<file path="src/hw/rtl/hrdp_pkg.sv">
`timescale 1ns / 1ps
`default_nettype none

package hrdp_pkg;

	localparam logic [7:0] LONG_PREFIX = 8'hFE;

	localparam logic [1:0] ITEM_MAIN   = 2'd0;
	localparam logic [1:0] ITEM_GLOBAL = 2'd1;
	localparam logic [1:0] ITEM_LOCAL  = 2'd2;

	localparam logic [3:0] TAG_INPUT      = 4'd8;
	localparam logic [3:0] TAG_OUTPUT     = 4'd9;
	localparam logic [3:0] TAG_COLLECTION = 4'd10;
	localparam logic [3:0] TAG_FEATURE    = 4'd11;
	localparam logic [3:0] TAG_END_COLL   = 4'd12;

	localparam logic [3:0] TAG_USAGE_PAGE   = 4'd0;
	localparam logic [3:0] TAG_REPORT_SIZE  = 4'd7;
	localparam logic [3:0] TAG_REPORT_COUNT = 4'd9;

	localparam logic [3:0] TAG_USAGE     = 4'd0;
	localparam logic [3:0] TAG_USAGE_MIN = 4'd1;
	localparam logic [3:0] TAG_USAGE_MAX = 4'd2;

	localparam logic [15:0] MOD_KEY_LO = 16'h00E0;
	localparam logic [15:0] MOD_KEY_HI = 16'h00E7;
	localparam logic [31:0] KEY_SLOT_BITS = 32'd8;

	localparam logic REC_FIELD  = 1'b0;
	localparam logic REC_STATUS = 1'b1;

	typedef enum logic [1:0] {
		P_PREFIX = 2'd0,
		P_LSIZE  = 2'd1,
		P_LBODY  = 2'd2,
		P_SDATA  = 2'd3
	} parse_phase_t;

	typedef enum logic [2:0] {
		S_IDLE,
		S_READ,
		S_USAGE,
		S_RANGE,
		S_MUL,
		S_ADD,
		S_STATUS
	} seq_state_t;

	typedef struct packed {
		logic        kind;
		logic [15:0] page_id;
		logic [15:0] usage_id;
		logic [31:0] bit_offset;
		logic [31:0] bit_size;
		logic        range_capped;
		logic [1:0]  status;
		logic [15:0] key_slots;
		logic [18:0] key_bits;
		logic        last;
	} rec_t;

	function automatic logic [15:0] key_slot_next(logic [31:0] size, logic [15:0] usage,
			logic [15:0] slots);
		logic modifier;
		begin
			modifier = (usage >= MOD_KEY_LO) && (usage <= MOD_KEY_HI);
			if (size == KEY_SLOT_BITS && !modifier && slots != 16'hFFFF)
				key_slot_next = slots + 16'd1;
			else
				key_slot_next = slots;
		end
	endfunction

endpackage

`default_nettype wire

</file>
<file path="src/hw/rtl/hrdp_desc_if.sv">
`timescale 1ns / 1ps
`default_nettype none

interface hrdp_desc_if;
	logic       valid;
	logic       ready;
	logic [7:0] desc_byte;
	logic       end_of_descriptor;

	modport source (output valid, output desc_byte, output end_of_descriptor, input ready);
	modport sink (input valid, input desc_byte, input end_of_descriptor, output ready);
endinterface

`default_nettype wire

</file>
<file path="src/hw/rtl/hrdp_rec_if.sv">
`timescale 1ns / 1ps
`default_nettype none

interface hrdp_rec_if;
	logic        valid;
	logic        ready;
	logic        kind;
	logic [15:0] page_id;
	logic [15:0] usage_id;
	logic [31:0] bit_offset;
	logic [31:0] bit_size;
	logic        range_capped;
	logic [1:0]  status;
	logic [15:0] key_slots;
	logic [18:0] key_bits;
	logic        last;

	modport source (output valid, output kind, output page_id, output usage_id,
		output bit_offset, output bit_size, output range_capped, output status,
		output key_slots, output key_bits, output last, input ready);
	modport sink (input valid, input kind, input page_id, input usage_id,
		input bit_offset, input bit_size, input range_capped, input status,
		input key_slots, input key_bits, input last, output ready);
endinterface

`default_nettype wire

</file>
<file path="src/hw/rtl/hid_report_descriptor_parser.sv">
// HID report descriptor parser. One descriptor byte per transaction, taken
// only while idle, so the next byte waits until the records and offset
// update a byte starts are done. An Input main item walks the stored usages
// in the usage memory (synchronous read, then emit), emits range records,
// and adds size * (count not emitted) to the offset with a multiply-add
// when a range or padding is present. The final byte adds one status
// record. A stalled output holds the sequencer in place. The usage memory
// is not cleared; only entries below the usage count are ever read.
`timescale 1ns / 1ps
`default_nettype none

module hid_report_descriptor_parser
	import hrdp_pkg::*;
#(
	parameter int MAX_USAGES = 16,
	parameter int RANGE_CAP  = 47
) (
	input  wire logic clk,
	input  wire logic arst_n,
	hrdp_desc_if.sink  desc,
	hrdp_rec_if.source rec
);
	localparam int CNT_W = $clog2(MAX_USAGES + 1);
	localparam int IDX_W = (MAX_USAGES > 1) ? $clog2(MAX_USAGES) : 1;
	localparam int CAP   = (MAX_USAGES + RANGE_CAP > 63) ? 63 - MAX_USAGES : RANGE_CAP;

	seq_state_t   state_q, state_d;
	parse_phase_t phase_q, phase_d;
	logic [7:0]   left_q, left_d;
	logic [31:0]  accum_q, accum_d;
	logic [1:0]   bidx_q, bidx_d;
	logic [5:0]   tag_q, tag_d;
	logic [15:0]  page_q, page_d;
	logic [CNT_W-1:0] ucnt_q, ucnt_d;
	logic [CNT_W-1:0] idx_q, idx_d;
	logic [15:0]  rmin_q, rmin_d, rmax_q, rmax_d;
	logic         rvalid_q, rvalid_d;
	logic [31:0]  size_q, size_d, count_q, count_d, offset_q, offset_d;
	logic [15:0]  slot_q, slot_d;
	logic [5:0]   j_q, j_d;
	logic [31:0]  mulop_q, mulop_d, prod_q, prod_d;
	logic         end_q, end_d;
	logic [1:0]   status_q, status_d;

	// byte decode
	parse_phase_t dec_phase;
	logic [7:0]   dec_left;
	logic [31:0]  dec_accum;
	logic [1:0]   dec_bidx;
	logic [5:0]   dec_tag;
	logic         dec_exec;

	logic         accept, push, can_push, mem_we, has_range, capped;
	logic [5:0]   emit;
	logic [15:0]  rdata, range_u, range_sum, slot_new;
	logic [CNT_W-1:0] idx_nx;
	rec_t         rec_d;

	hrdp_usage_mem #(.DEPTH(MAX_USAGES), .AW(IDX_W)) u_mem (
		.clk   (clk),
		.we    (mem_we),
		.waddr (ucnt_q[IDX_W-1:0]),
		.wdata (dec_accum[15:0]),
		.raddr (idx_q[IDX_W-1:0]),
		.rdata (rdata)
	);

	hrdp_out_stage u_out (
		.clk      (clk),
		.arst_n   (arst_n),
		.push     (push),
		.rec_in   (rec_d),
		.can_push (can_push),
		.rec      (rec)
	);

	assign desc.ready = (state_q == S_IDLE);
	assign accept     = desc.valid && desc.ready;
	assign has_range  = rvalid_q && (count_q != 32'd0);
	assign emit       = (count_q < 32'(CAP)) ? count_q[5:0] : 6'(CAP);
	assign capped     = (count_q > 32'(CAP));
	assign range_sum  = rmin_q + 16'(j_q);
	assign range_u    = (range_sum > rmax_q) ? rmax_q : range_sum;
	assign idx_nx     = idx_q + CNT_W'(1);

	always_comb begin
		dec_phase = phase_q;
		dec_left  = left_q;
		dec_accum = accum_q;
		dec_bidx  = bidx_q;
		dec_tag   = tag_q;
		dec_exec  = 1'b0;
		unique case (phase_q)
			P_PREFIX: begin
				if (desc.desc_byte == LONG_PREFIX) begin
					dec_phase = P_LSIZE;
				end else begin
					dec_tag   = desc.desc_byte[7:2];
					dec_accum = '0;
					dec_bidx  = '0;
					dec_left  = (desc.desc_byte[1:0] == 2'd3) ? 8'd4 : {6'd0, desc.desc_byte[1:0]};
					if (desc.desc_byte[1:0] == 2'd0)
						dec_exec = 1'b1;
					else
						dec_phase = P_SDATA;
				end
			end
			P_LSIZE: begin
				dec_left  = desc.desc_byte;
				dec_bidx  = '0;
				dec_phase = P_LBODY;
			end
			P_LBODY: begin
				// first body byte is the long item tag
				if (bidx_q == 2'd0)
					dec_bidx = 2'd1;
				else if (left_q != 8'd0)
					dec_left = left_q - 8'd1;
				if (dec_left == 8'd0)
					dec_phase = P_PREFIX;
			end
			P_SDATA: begin
				dec_accum = accum_q | (32'(desc.desc_byte) << {bidx_q, 3'b000});
				dec_bidx  = bidx_q + 2'd1;
				if (left_q != 8'd0)
					dec_left = left_q - 8'd1;
				if (dec_left == 8'd0) begin
					dec_phase = P_PREFIX;
					dec_exec  = 1'b1;
				end
			end
			default: ;
		endcase
	end

	always_comb begin
		state_d  = state_q;
		phase_d  = phase_q;
		left_d   = left_q;
		accum_d  = accum_q;
		bidx_d   = bidx_q;
		tag_d    = tag_q;
		page_d   = page_q;
		ucnt_d   = ucnt_q;
		idx_d    = idx_q;
		rmin_d   = rmin_q;
		rmax_d   = rmax_q;
		rvalid_d = rvalid_q;
		size_d   = size_q;
		count_d  = count_q;
		offset_d = offset_q;
		slot_d   = slot_q;
		j_d      = j_q;
		mulop_d  = mulop_q;
		prod_d   = prod_q;
		end_d    = end_q;
		status_d = status_q;
		push     = 1'b0;
		mem_we   = 1'b0;
		slot_new = slot_q;
		rec_d    = '0;

		unique case (state_q)
			S_IDLE: begin
				if (accept) begin
					phase_d  = dec_phase;
					left_d   = dec_left;
					accum_d  = dec_accum;
					bidx_d   = dec_bidx;
					tag_d    = dec_tag;
					end_d    = desc.end_of_descriptor;
					status_d = dec_phase;
					state_d  = desc.end_of_descriptor ? S_STATUS : S_IDLE;
					if (dec_exec) begin
						unique case (dec_tag[1:0])
							ITEM_MAIN: begin
								case (dec_tag[5:2]) inside
									TAG_INPUT: begin
										if (ucnt_q != '0) begin
											idx_d   = '0;
											state_d = S_READ;
										end else if (has_range) begin
											j_d     = '0;
											state_d = S_RANGE;
										end else if (!rvalid_q && size_q != 32'd0 &&
												count_q != 32'd0) begin
											mulop_d = count_q;
											state_d = S_MUL;
										end else begin
											rvalid_d = 1'b0;
										end
									end
									TAG_OUTPUT, TAG_COLLECTION, TAG_FEATURE, TAG_END_COLL: begin
										ucnt_d   = '0;
										rvalid_d = 1'b0;
									end
									default: ;
								endcase
							end
							ITEM_GLOBAL: begin
								case (dec_tag[5:2])
									TAG_USAGE_PAGE:   page_d  = dec_accum[15:0];
									TAG_REPORT_SIZE:  size_d  = dec_accum;
									TAG_REPORT_COUNT: count_d = dec_accum;
									default: ;
								endcase
							end
							ITEM_LOCAL: begin
								case (dec_tag[5:2])
									TAG_USAGE: begin
										if (ucnt_q < CNT_W'(MAX_USAGES)) begin
											mem_we = 1'b1;
											ucnt_d = ucnt_q + CNT_W'(1);
										end
									end
									TAG_USAGE_MIN: begin
										rmin_d   = dec_accum[15:0];
										rvalid_d = 1'b1;
									end
									TAG_USAGE_MAX: begin
										rmax_d = dec_accum[15:0];
										if (!rvalid_q) begin
											rmin_d   = dec_accum[15:0];
											rvalid_d = 1'b1;
										end
									end
									default: ;
								endcase
							end
							default: ;
						endcase
					end
				end
			end
			S_READ: state_d = S_USAGE;
			S_USAGE: begin
				if (can_push) begin
					slot_new           = key_slot_next(size_q, rdata, slot_q);
					push               = 1'b1;
					rec_d.kind         = REC_FIELD;
					rec_d.page_id      = page_q;
					rec_d.usage_id     = rdata;
					rec_d.bit_offset   = offset_q;
					rec_d.bit_size     = size_q;
					rec_d.key_slots    = slot_new;
					rec_d.key_bits     = {slot_new, 3'b000};
					rec_d.last         = (idx_nx == ucnt_q) && !has_range && !end_q;
					slot_d             = slot_new;
					offset_d           = offset_q + size_q;
					idx_d              = idx_nx;
					if (idx_nx != ucnt_q) begin
						state_d = S_READ;
					end else if (has_range) begin
						j_d     = '0;
						state_d = S_RANGE;
					end else begin
						ucnt_d   = '0;
						rvalid_d = 1'b0;
						state_d  = end_q ? S_STATUS : S_IDLE;
					end
				end
			end
			S_RANGE: begin
				if (can_push) begin
					slot_new           = key_slot_next(size_q, range_u, slot_q);
					push               = 1'b1;
					rec_d.kind         = REC_FIELD;
					rec_d.page_id      = page_q;
					rec_d.usage_id     = range_u;
					rec_d.bit_offset   = offset_q;
					rec_d.bit_size     = size_q;
					rec_d.range_capped = capped;
					rec_d.key_slots    = slot_new;
					rec_d.key_bits     = {slot_new, 3'b000};
					rec_d.last         = (j_q + 6'd1 == emit) && !end_q;
					slot_d             = slot_new;
					offset_d           = offset_q + size_q;
					j_d                = j_q + 6'd1;
					if (j_q + 6'd1 == emit) begin
						// dropped records still take their space
						mulop_d = count_q - 32'(emit);
						state_d = S_MUL;
					end
				end
			end
			S_MUL: begin
				prod_d  = size_q * mulop_q;
				state_d = S_ADD;
			end
			S_ADD: begin
				offset_d = offset_q + prod_q;
				ucnt_d   = '0;
				rvalid_d = 1'b0;
				state_d  = end_q ? S_STATUS : S_IDLE;
			end
			S_STATUS: begin
				if (can_push) begin
					push            = 1'b1;
					rec_d.kind      = REC_STATUS;
					rec_d.status    = status_q;
					rec_d.key_slots = slot_q;
					rec_d.key_bits  = {slot_q, 3'b000};
					rec_d.last      = 1'b1;
					phase_d  = P_PREFIX;
					left_d   = '0;
					accum_d  = '0;
					bidx_d   = '0;
					tag_d    = '0;
					page_d   = '0;
					ucnt_d   = '0;
					rmin_d   = '0;
					rmax_d   = '0;
					rvalid_d = 1'b0;
					size_d   = '0;
					count_d  = '0;
					offset_d = '0;
					slot_d   = '0;
					end_d    = 1'b0;
					state_d  = S_IDLE;
				end
			end
			default: state_d = S_IDLE;
		endcase
	end

	always_ff @(posedge clk or negedge arst_n) begin
		if (!arst_n) begin
			state_q  <= S_IDLE;
			phase_q  <= P_PREFIX;
			left_q   <= '0;
			accum_q  <= '0;
			bidx_q   <= '0;
			tag_q    <= '0;
			page_q   <= '0;
			ucnt_q   <= '0;
			idx_q    <= '0;
			rmin_q   <= '0;
			rmax_q   <= '0;
			rvalid_q <= 1'b0;
			size_q   <= '0;
			count_q  <= '0;
			offset_q <= '0;
			slot_q   <= '0;
			j_q      <= '0;
			end_q    <= 1'b0;
			status_q <= '0;
		end else begin
			state_q  <= state_d;
			phase_q  <= phase_d;
			left_q   <= left_d;
			accum_q  <= accum_d;
			bidx_q   <= bidx_d;
			tag_q    <= tag_d;
			page_q   <= page_d;
			ucnt_q   <= ucnt_d;
			idx_q    <= idx_d;
			rmin_q   <= rmin_d;
			rmax_q   <= rmax_d;
			rvalid_q <= rvalid_d;
			size_q   <= size_d;
			count_q  <= count_d;
			offset_q <= offset_d;
			slot_q   <= slot_d;
			j_q      <= j_d;
			end_q    <= end_d;
			status_q <= status_d;
		end
	end

	always_ff @(posedge clk) begin
		mulop_q <= mulop_d;
		prod_q  <= prod_d;
	end

`ifndef SYNTHESIS
	a_ucnt_bound: assert property (@(posedge clk) disable iff (!arst_n)
		ucnt_q <= CNT_W'(MAX_USAGES))
		else $error("usage count past memory depth");
	a_range_bound: assert property (@(posedge clk) disable iff (!arst_n)
		state_q == S_RANGE |-> j_q < emit)
		else $error("range index past emit count");
	a_status_reset: assert property (@(posedge clk) disable iff (!arst_n)
		(state_q == S_STATUS && can_push) |=> (offset_q == 32'd0 && slot_q == 16'd0 &&
			ucnt_q == '0 && state_q == S_IDLE))
		else $error("state not cleared after status record");
	a_usage_read: assert property (@(posedge clk) disable iff (!arst_n)
		state_q == S_USAGE |-> (idx_q < ucnt_q && $past(state_q) != S_IDLE))
		else $error("usage read outside stored entries");
`endif
endmodule

`default_nettype wire

</file>
<file path="src/hw/rtl/hrdp_usage_mem.sv">
`timescale 1ns / 1ps
`default_nettype none

module hrdp_usage_mem #(
	parameter int DEPTH = 16,
	parameter int AW    = 4
) (
	input  wire logic          clk,
	input  wire logic          we,
	input  wire logic [AW-1:0] waddr,
	input  wire logic [15:0]   wdata,
	input  wire logic [AW-1:0] raddr,
	output logic      [15:0]   rdata
);
	logic [15:0] mem [DEPTH];

	always_ff @(posedge clk) begin
		if (we)
			mem[waddr] <= wdata;
	end

	always_ff @(posedge clk) begin
		rdata <= mem[raddr];
	end
endmodule

`default_nettype wire

</file>
<file path="src/hw/rtl/hrdp_out_stage.sv">
`timescale 1ns / 1ps
`default_nettype none

module hrdp_out_stage
	import hrdp_pkg::*;
(
	input  wire logic clk,
	input  wire logic arst_n,
	input  wire logic push,
	input  wire rec_t rec_in,
	output logic      can_push,
	hrdp_rec_if.source rec
);
	logic valid_q;
	rec_t data_q;

	assign can_push = !valid_q || rec.ready;

	always_ff @(posedge clk or negedge arst_n) begin
		if (!arst_n)
			valid_q <= 1'b0;
		else if (can_push)
			valid_q <= push;
	end

	always_ff @(posedge clk) begin
		if (can_push && push)
			data_q <= rec_in;
	end

	assign rec.valid        = valid_q;
	assign rec.kind         = data_q.kind;
	assign rec.page_id      = data_q.page_id;
	assign rec.usage_id     = data_q.usage_id;
	assign rec.bit_offset   = data_q.bit_offset;
	assign rec.bit_size     = data_q.bit_size;
	assign rec.range_capped = data_q.range_capped;
	assign rec.status       = data_q.status;
	assign rec.key_slots    = data_q.key_slots;
	assign rec.key_bits     = data_q.key_bits;
	assign rec.last         = data_q.last;
endmodule

`default_nettype wire

</file>
<file path="src/flat_wrapper.sv">
// flat-port wrapper written by rule: the top's interface ports become plain ports
module hid_report_descriptor_parser_flat import hrdp_pkg::*;
#(
	parameter int MAX_USAGES = 16,
	parameter int RANGE_CAP  = 47
)
  (clk, arst_n, desc_valid, desc_desc_byte, desc_end_of_descriptor, desc_ready, rec_valid, rec_kind, rec_page_id, rec_usage_id, rec_bit_offset, rec_bit_size, rec_range_capped, rec_status, rec_key_slots, rec_key_bits, rec_last, rec_ready);
  hrdp_desc_if desc_i ();
  hrdp_rec_if rec_i ();
  input  wire logic clk;
  input  wire logic arst_n;
  input wire logic [$bits(desc_i.valid)-1:0] desc_valid;
  input wire logic [$bits(desc_i.desc_byte)-1:0] desc_desc_byte;
  input wire logic [$bits(desc_i.end_of_descriptor)-1:0] desc_end_of_descriptor;
  output wire logic [$bits(desc_i.ready)-1:0] desc_ready;
  output wire logic [$bits(rec_i.valid)-1:0] rec_valid;
  output wire logic [$bits(rec_i.kind)-1:0] rec_kind;
  output wire logic [$bits(rec_i.page_id)-1:0] rec_page_id;
  output wire logic [$bits(rec_i.usage_id)-1:0] rec_usage_id;
  output wire logic [$bits(rec_i.bit_offset)-1:0] rec_bit_offset;
  output wire logic [$bits(rec_i.bit_size)-1:0] rec_bit_size;
  output wire logic [$bits(rec_i.range_capped)-1:0] rec_range_capped;
  output wire logic [$bits(rec_i.status)-1:0] rec_status;
  output wire logic [$bits(rec_i.key_slots)-1:0] rec_key_slots;
  output wire logic [$bits(rec_i.key_bits)-1:0] rec_key_bits;
  output wire logic [$bits(rec_i.last)-1:0] rec_last;
  input wire logic [$bits(rec_i.ready)-1:0] rec_ready;
  assign desc_i.valid = desc_valid;
  assign desc_i.desc_byte = desc_desc_byte;
  assign desc_i.end_of_descriptor = desc_end_of_descriptor;
  assign desc_ready = desc_i.ready;
  assign rec_valid = rec_i.valid;
  assign rec_kind = rec_i.kind;
  assign rec_page_id = rec_i.page_id;
  assign rec_usage_id = rec_i.usage_id;
  assign rec_bit_offset = rec_i.bit_offset;
  assign rec_bit_size = rec_i.bit_size;
  assign rec_range_capped = rec_i.range_capped;
  assign rec_status = rec_i.status;
  assign rec_key_slots = rec_i.key_slots;
  assign rec_key_bits = rec_i.key_bits;
  assign rec_last = rec_i.last;
  assign rec_i.ready = rec_ready;
  hid_report_descriptor_parser #(.MAX_USAGES(MAX_USAGES), .RANGE_CAP(RANGE_CAP)) u_core (.clk(clk), .arst_n(arst_n), .desc(desc_i), .rec(rec_i));
endmodule
</file>
<file path="config.mk">
export PLATFORM = sky130hd
export DESIGN_NAME = hid_report_descriptor_parser_flat
export DESIGN_NICKNAME = d
export VERILOG_FILES = /design/src/hw/rtl/hrdp_pkg.sv /design/src/hw/rtl/hrdp_desc_if.sv /design/src/hw/rtl/hrdp_rec_if.sv /design/src/hw/rtl/hid_report_descriptor_parser.sv /design/src/hw/rtl/hrdp_usage_mem.sv /design/src/hw/rtl/hrdp_out_stage.sv /design/src/flat_wrapper.sv
export SDC_FILE = /design/constraint.sdc
export NUM_CORES = 2
export LEC_CHECK = 0
export BUFFER_PORTS_ARGS = -buffer_cell sky130_fd_sc_hd__buf_2
export CORE_MARGIN = 10
export CORE_UTILIZATION = 35
export CTS_BUF_LIST = sky130_fd_sc_hd__clkbuf_16
export DETAILED_ROUTE_END_ITERATION = 16
export PLACE_DENSITY = 0.52
export RECOVER_POWER = 50
export SETUP_SLACK_MARGIN = 0.05
export SYNTH_ARGS = -nofsm -noshare
export SYNTH_HDL_FRONTEND = slang
export SYNTH_HIERARCHICAL = 1
export SYNTH_SLANG_ARGS = --single-unit
</file>
<file path="constraint.sdc">
create_clock -name clk -period 8.55 [get_ports clk]
set_input_delay 1.2825 -clock clk [delete_from_list [all_inputs] [get_ports clk]]
set_output_delay 1.2825 -clock clk [all_outputs]
set_load 0.005 [all_outputs]
</file>
==> metrics <==
cts hold-fix bufs=0; CP Launch Type=flop; Synth warnings=6; violated checks=capacitance limit, slew limit; Pre-antenna DRT Iters=6; WL final=150000 µm; pin count of the biggest net entering global routing=140; CP dominant cell by count=fa_1; Max-Cap Viols=10; post-route insts no fill=6413; fillers=13400; top-count cell post-synth=nand2_1; Hold Crit Class=flop to flop; CP Data Required Time=8.96 ns; synthesized cell area=48600 µm²; drt wl/cell=23.5 µm; slowest library cell on the worst path=dfrtp_1; CP cell instances=nand2_1 > fa_1 > inv_1 > fa_1 > inv_1 > fa_1 > fa_1 > inv_1 > ha_1 > ha_1 > inv_1 > fa_1 > fa_1 > inv_1 > ha_1 > a21o_1 > a21oi_1 > o211ai_1 > o211ai_1 > a41oi_1 > or4b_2 > a31o_2 > a21oi_1 > xnor2_1; Slew Viols, Final=440; unrepaired setup endpoints after global routing=false; initial antenna violation count=15; HPWL Detailed=111000 µm; outcome=finished with violations; setup total negative slack=0 ns; most frequent cells after synthesis=nand2_1, inv_1, edfxtp_1; Clk Tree Root Cell=clkbuf_16; Tcrit/Tclk final=0.926; final setup violation count=0; remaining global-route overflow=0; CTS clk-pin slew, worst paths=0.06 ns; area of the multi-input gates=25700 µm²; crit-path max FO=20; routed wl met2=70200 µm; Synth cell types=96; Port Buffer Count=150; Synth Area per Inst=10.9 µm²; Yosys top cell by area=edfxtp_1; gpl congestion=0.882; CTS tree=yes; Post-synth EDFFs=456; endpoint class of the critical path=flop; Vias per Instance=5.26; initial drt markers=2666; Core Area=138000 µm²; first-pass GRT wire length=224000 µm; area grow syn2layout=11.3%; Vias=33700; die height=393 µm; utilization after layout=0.393; number of global-route vias before repair=34200; Clock Latency Late Sink=0.72 ns; top cell type's share of synthesized area=0.282; Num Clock Sinks=706; GRT Total Usage=0.193; max-slew headroom at the worst pin=-2.85; Mapped Cells=4442; worst slew pin tran=5.78 ns; post-CTS sizing=0; Rows=136; met3 wire length=8880 µm; synthesis-stage register bit count=706; Max IR drop VDD=0.573 mV; Max Fclk=126 MHz; largest stage delay on the critical path=1.03 ns; postcts setup bufs=0; Crit path arrival time=8.33 ns; CTS H-tree depth=3; PnR Total Power=17.7 mW; Initial Utilization=0.353; die footprint=154000 µm²; Placed Instances=6255; Sequential Area=19900 µm²; Max Clock Skew=0.0629 ns; io pins=151; share of flip-flops with an asynchronous set or reset=0.331; antenna-violating nets left=0; die extent in x=393 µm; register area share after synthesis=0.409; Fin. Hold Viols=0; pwr dens=326 nW/µm²; Post-route DRC=0; Highest Signal Layer=met5; Lkg Pwr=23.0 nW; M1 WL=67300 µm; fin crit period=7.92 ns; fraction of layout cells with a size suffix above 1=0.106; NumNets Final=5157; crit path kind=flop to flop; cts bufs inserted=82; top cells by area, synth=edfxtp_1, fa_1, dfrtp_1; CTS Buffer Depth=3; ys flop type=edfxtp_1
==> layer usage <==
| metal | up-vias | global-route usage |
|---|---|---|
| met3 | 205 | 0.0280 |
| met2 | 1032 | 0.312 |
| met4 | 10 | 0.0555 |
| met1 | 17300 | 0.269 |
| li1 | 15200 | - |
| met5 | - | 0 |
==> area by class of cell <==
| cell class | count | share of cell area |
|---|---|---|
| repair buffers | 266 | 0.0267 |
| flip-flops and latches | 706 | 0.368 |
| clock buffers | 82 | 0.0380 |
| multi-input cells | 2942 | 0.476 |
| well taps | 1794 | 0.0415 |
| inverters | 547 | 0.0380 |
| diodes | 5 | 0.000231 |
| clock inverters | 71 | 0.0124 |
==> stage by stage <==
step / hold slack, ns / worst slack, ns / area (µm²)
after floorplan: 0.439 / 1.24 / 48600
after global placement: 0.458 / 0.796 / 51600
after detailed placement: 0.460 / 0.706 / 51600
after CTS: 0.475 / 0.632 / 54400
after global routing: 0.502 / 0.301 / 54100
final: 0.469 / 0.631 / 54100
==> layout by cell type (no fill, tap or decap), drive strengths merged, types with 30 or more instances in the layout <==
master | Yosys | routed
mux2 | 137 | 137
clkinv | 0 | 31
and2 | 169 | 169
edfxtp | 456 | 456
dfrtp | 234 | 234
nand2 | 584 | 584
nor2b | 98 | 98
fa | 410 | 410
nand3 | 45 | 45
buf | 33 | 119
a31oi | 30 | 30
a22oi | 35 | 35
mux4 | 64 | 64
o21ai | 143 | 143
inv | 547 | 574
clkbuf | 216 | 229
xor2 | 57 | 57
ha | 189 | 189
nor3 | 63 | 63
a21oi | 186 | 186
a22o | 31 | 31
xnor2 | 113 | 113
nor2 | 203 | 203
==> state kept, by name (all words and copies together) (netlist names), 19 cells and up <==
| signal | cells |
|---|---|
| u_core/u_out/rec.key_bits | 19 |
| u_core/u_out/rec.bit_offset | 32 |
| u_core/offset_q | 32 |
| u_core/prod_q | 32 |
| u_core/count_q | 32 |
| u_core/accum_q | 32 |
| u_core/size_q | 32 |
| u_core/u_out/rec.bit_size | 32 |
| u_core/u_mem/mem | 256 |
| u_core/mulop_q | 32 |
==> power by group <==
part           total, mW  internal, mW  switching, mW
registers           5.32          4.51          0.809
logic               8.82          3.34           5.48
clock network       3.51          1.97           1.55
==> worst paths after layout <==
kind / start / end / slack (ns) / depth (start not counted)
min reg2reg: u_core/status_q[0] / u_core/status_q[0] / 0.47 / 2
max reg2reg: u_core/size_q[8] / u_core/prod_q[30] / 0.63 / 24
max: u_core/size_q[8] / u_core/prod_q[30] / 0.63 / 24
max in group asynchronous: arst_n / u_core/offset_q[0] / 2.54 / 1
min in group asynchronous: arst_n / u_core/slot_q[11] / 2.67 / 1
min: u_core/status_q[0] / u_core/status_q[0] / 0.47 / 2
==> worst max-delay path: cells and delay by family (launching register included) <==
kind,cells,cell delay (ns)
fa+ha+maj,9,3.86
compound gates,7,1.52
xor+xnor,1,0.08
flops,1,1.03
simple gates,2,0.85
buf+inv,5,0.24
==> kinds of logic after synthesis <==
family,after synthesis,share of synthesized area
other,1,0.0000772
adder cells (fa/ha/maj),599,0.218
buffers and inverters,796,0.0628
XOR/XNOR,170,0.0306
AO/OA/AOI/OAI,630,0.0840
multiplexers,210,0.0641
flip-flops,706,0.409
AND/OR/NAND/NOR,1330,0.132
Power figures use the tool's default switching activity.
